`src/hdl/svm_pkg.sv`:
```
`timescale 1ns / 1ps
package svm_pkg;
  localparam int VOICES_DEF        = 32;
  localparam int SMEM_FRAMES       = 65536;
  localparam int SOUND_IDS_DEF     = 8;
  localparam logic [15:0] UNITY    = 16'h8000;

  // cfg_ register map
  localparam logic [0:0] REG_MASTER_VOLUME = 1'b0;
  localparam logic [0:0] REG_MONO_OUTPUT   = 1'b1;

  typedef enum logic [2:0] {
    FN_RENDER  = 3'd0,
    FN_PLAY    = 3'd1,
    FN_LOOP    = 3'd2,
    FN_STOP    = 3'd3,
    FN_STOPALL = 3'd4,
    FN_SETVOL  = 3'd5,
    FN_QUERY   = 3'd6,
    FN_WRITE   = 3'd7
  } func_t;

  typedef enum logic [2:0] {
    ST_IDLE, ST_SCAN, ST_RD, ST_GAIN, ST_MUL, ST_ACC, ST_DONE
  } state_t;

  // Q1.15 saturation of a 16-bit gain
  function automatic logic [15:0] sat_gain(input logic [15:0] g);
    sat_gain = (g > UNITY) ? UNITY : g;
  endfunction
endpackage

```
`src/hdl/svm_mac.sv`:
```
`timescale 1ns / 1ps
// Shared 18x18 signed multiplier with registered product.
module svm_mac import svm_pkg::*; (
  input  logic               clk,
  input  logic signed [17:0] a,
  input  logic signed [17:0] b,
  output logic signed [35:0] p_r
);
  always_ff @(posedge clk) begin
    p_r <= a * b;
  end
endmodule

```
`config.mk`:
```
export PLATFORM = sky130hd
export DESIGN_NAME = svm_mac
export DESIGN_NICKNAME = d
export VERILOG_FILES = /design/src/hdl/svm_pkg.sv /design/src/hdl/svm_mac.sv
export SDC_FILE = /design/constraint.sdc
export NUM_CORES = 1
export LEC_CHECK = 0
export ABC_AREA = 1
export ABC_CLOCK_PERIOD_IN_PS = 5990
export BUFFER_PORTS_ARGS = -buffer_cell sky130_fd_sc_hd__buf_2
export CAP_MARGIN = 10
export CELL_PAD_IN_SITES_DETAIL_PLACEMENT = 1
export CELL_PAD_IN_SITES_GLOBAL_PLACEMENT = 1
export CORE_MARGIN = 5
export CORE_UTILIZATION = 44
export DETAILED_ROUTE_END_ITERATION = 10
export PLACE_DENSITY_LB_ADDON = 0.1
export SETUP_SLACK_MARGIN = 0.05
export SYNTH_ARGS = -nofsm -noshare
export SYNTH_HDL_FRONTEND = slang
export SYNTH_SLANG_ARGS = --single-unit
```
`constraint.sdc`:
```
create_clock -name clk -period 5.99 [get_ports clk]
set_input_delay 0.8985 -clock clk [delete_from_list [all_inputs] [get_ports clk]]
set_output_delay 0.8985 -clock clk [all_outputs]
set_load 0.05 [all_outputs]
```
==> results.json <==
{
  "outcome": "completed",
  "die_area_um2": 35200,
  "stdcell_area_um2": 16300,
  "hp-start": "a[0]",
  "cts_root_buf": "clkbuf_16",
  "drv_slew": 0,
  "synth-xor-area-share": 0.0107,
  "period_share": 0.960,
  "hold_violations": 0,
  "synth-seq-cells": 36,
  "slew_headroom": 0.700,
  "synth_cells": 1826,
  "worstMarginPinSlew_ns": 0.450,
  "drt-initial-drc-count": 477,
  "grt_pass1_vias": 13200,
  "dpl.cell_count": 2372,
  "largest_register": "p_r",
  "cts_tree": "built",
  "worst_setup_path_end_kind": "register",
  "grt_util_all_layers": 0.243,
  "place_congestion": 0.852,
  "rows": 65,
  "setup_viol": 0,
  "yosysWarnings": 0,
  "synth_top_family_by_area": "adder cells",
  "critical_path_required_ns": 6.17,
  "postPlaceCellArea_um2": 15700,
  "yosysMostFrequentCell": "inv_1",
  "synth_nets": 2285,
  "whs_ns": 1.14,
  "cp-endpoint": "p_r[32]",
  "grt_antenna_before_repair": 0,
  "synthSimpleGateAreaFrac": 0.181,
  "start_kind": "input pin",
  "crit_start": "b[5]",
  "areaGrowthSynthToFinish_pct": 17.2,
  "drc": 0,
  "wl_mm": 40.9,
  "synth.avg_cell_area_um2": 7.61,
  "die_h_um": 188,
  "cts_htree_levels": 2,
  "yosys-top-cells-area": "fa_1, inv_1, nand2_1, ha_1, dfxtp_1",
  "initial_utilization": 0.443,
  "die_x_um": 188,
  "portBuffers": 72,
  "syn-cell-area_um2": 13900,
  "drt_first_pass_iters": 5,
  "clkTransAtPathRegs_ns": 0.06,
  "drive_gt1_frac": 0.161,
  "synthAdderAreaFrac": 0.558,
  "largest_register_ffs": 36,
  "yosysUniqueCellTypes": 26,
  "grt_overflow_total": 0,
  "grt_max_degree": 19,
  "nets": 2438,
  "cp_max_fo": 12,
  "arrival_ns": 5.93,
  "io_pins": 73,
  "synthArstFlopShare": 0,
  "top_regs": "p_r: 36 flops",
  "yosys.area.top_type": "fa_1",
  "netlist.area_leader.share": 0.474,
  "cts_buffers": 5,
  "fmax_ghz": 0.174,
  "grt_pass1_wl_mm": 68.2,
  "viasPerCell": 4.77,
  "stdcell_count": 2382,
  "criticalPathCategory": "input pin to register",
  "maxCapViolations": 0,
  "synth_edf_count": 0,
  "core_area_um2": 31400,
  "cts_sinks": 36,
  "min_path_type": "input pin to register",
  "ant_nets": 0,
  "clockBufferDepth": 2,
  "hpwl_mm": 36.5,
  "seq_area_frac_synth": 0.0519,
  "n_antenna_cell": 0,
  "cts_hold_buffers": 0,
  "synthTopCellsByCount": "inv_1, nand2_1, fa_1",
  "routedWlPerCell_um": 17.2,
  "muxShareOfSynthArea": 0,
  "synthFlopType": "dfxtp_1",
  "num_vias": 11400,
  "synth_compound_area_frac": 0.0149,
  "finalCriticalPeriod_ns": 5.75
}
-- what timing repair did --
action / CTS / global route
setup endpoints to repair: 1 / 18
buffers inserted: 0 / 2
gates resized for setup: 1 / 100
pin swaps: 0 / 10
-- cell usage in the layout (no fill, tap or decap), drive strengths merged --
cell type and n:
nor3 5, or2 4, o21ai 5, nand3b 2, clkbuf 13, a21o 1, fa 329, o21bai 6
xnor2 3, nor2 66, xor2 14, nand2 509, ha 93, buf 209, clkinv 3, a21oi 26
and2 6, dfxtp 36, nand3 34, inv 608, nand4 8
-- area by class of cell --
class	count	area, um^2
clock buffers	5	125
clock inverters	3	18.8
fillers	3945	15100
inverters	608	2280
multi-input cells	1111	11000
flip-flops and latches	36	721
well taps	402	503
repair buffers	217	1650
-- cell families (layout without fill, tap and decap cells) --
group,count (synthesis),count (layout)
simple gates,634,634
fa+ha+maj,422,422
xor+xnor,17,17
buf+inv,679,833
flops,36,36
compound gates,38,38
-- layer usage --
layer	up-vias	GRT usage	routed length, um	share of wire
li1	5306	-	-	-
met5	-	0	0	0
met3	33	0.0216	1150	0.028
met2	149	0.480	22800	0.56
met1	5881	0.294	16400	0.40
met4	0	0.0327	548	0.013
-- critical path: stages --
cell and delay [ns]:
clkbuf_4 0.17, buf_12 0.17, buf_4 0.13, buf_4 0.13, nand2_1 0.05, inv_1 0.04
fa_1 0.48, fa_1 0.61, ha_1 0.17, inv_1 0.05, fa_1 0.47, inv_1 0.06
fa_1 0.54, inv_1 0.05, fa_1 0.47, inv_1 0.04, ha_1 0.36, nand2_1 0.14
nor2_1 0.32, nand3_1 0.12, nand3_1 0.16, nand2_1 0.10, nand3_1 0.11, nand2_1 0.07
-- worst min path at each step --
| stage | end | slack, ns | depth (start not counted) |
|---|---|---|---|
| global route | p_r[0] | 1.17 | 4 |
| finish | p_r[0] | 1.14 | 4 |
| CTS | p_r[0] | 1.14 | 4 |
| global placement | p_r[17] | 1.37 | 1 |
| detailed placement | p_r[27] | 1.37 | 1 |
| floorplan | p_r[0] | 1.20 | 3 |
-- per-stage QoR --
stage	worst slack (ns)	utilization	setup TNS (ns)
4_1_cts	0.0575	0.506	0
3_3_place_gp	-0.201	0.502	-2.06
6_report	0.243	0.519	0
5_1_grt	-0.0105	0.519	-0.0105
2_1_floorplan	0.0539	-	0
3_5_place_dp	-0.259	0.502	-2.83
Power is not shown: default switching activity piles up to over one toggle a cycle in this logic, so the estimate is an artifact.
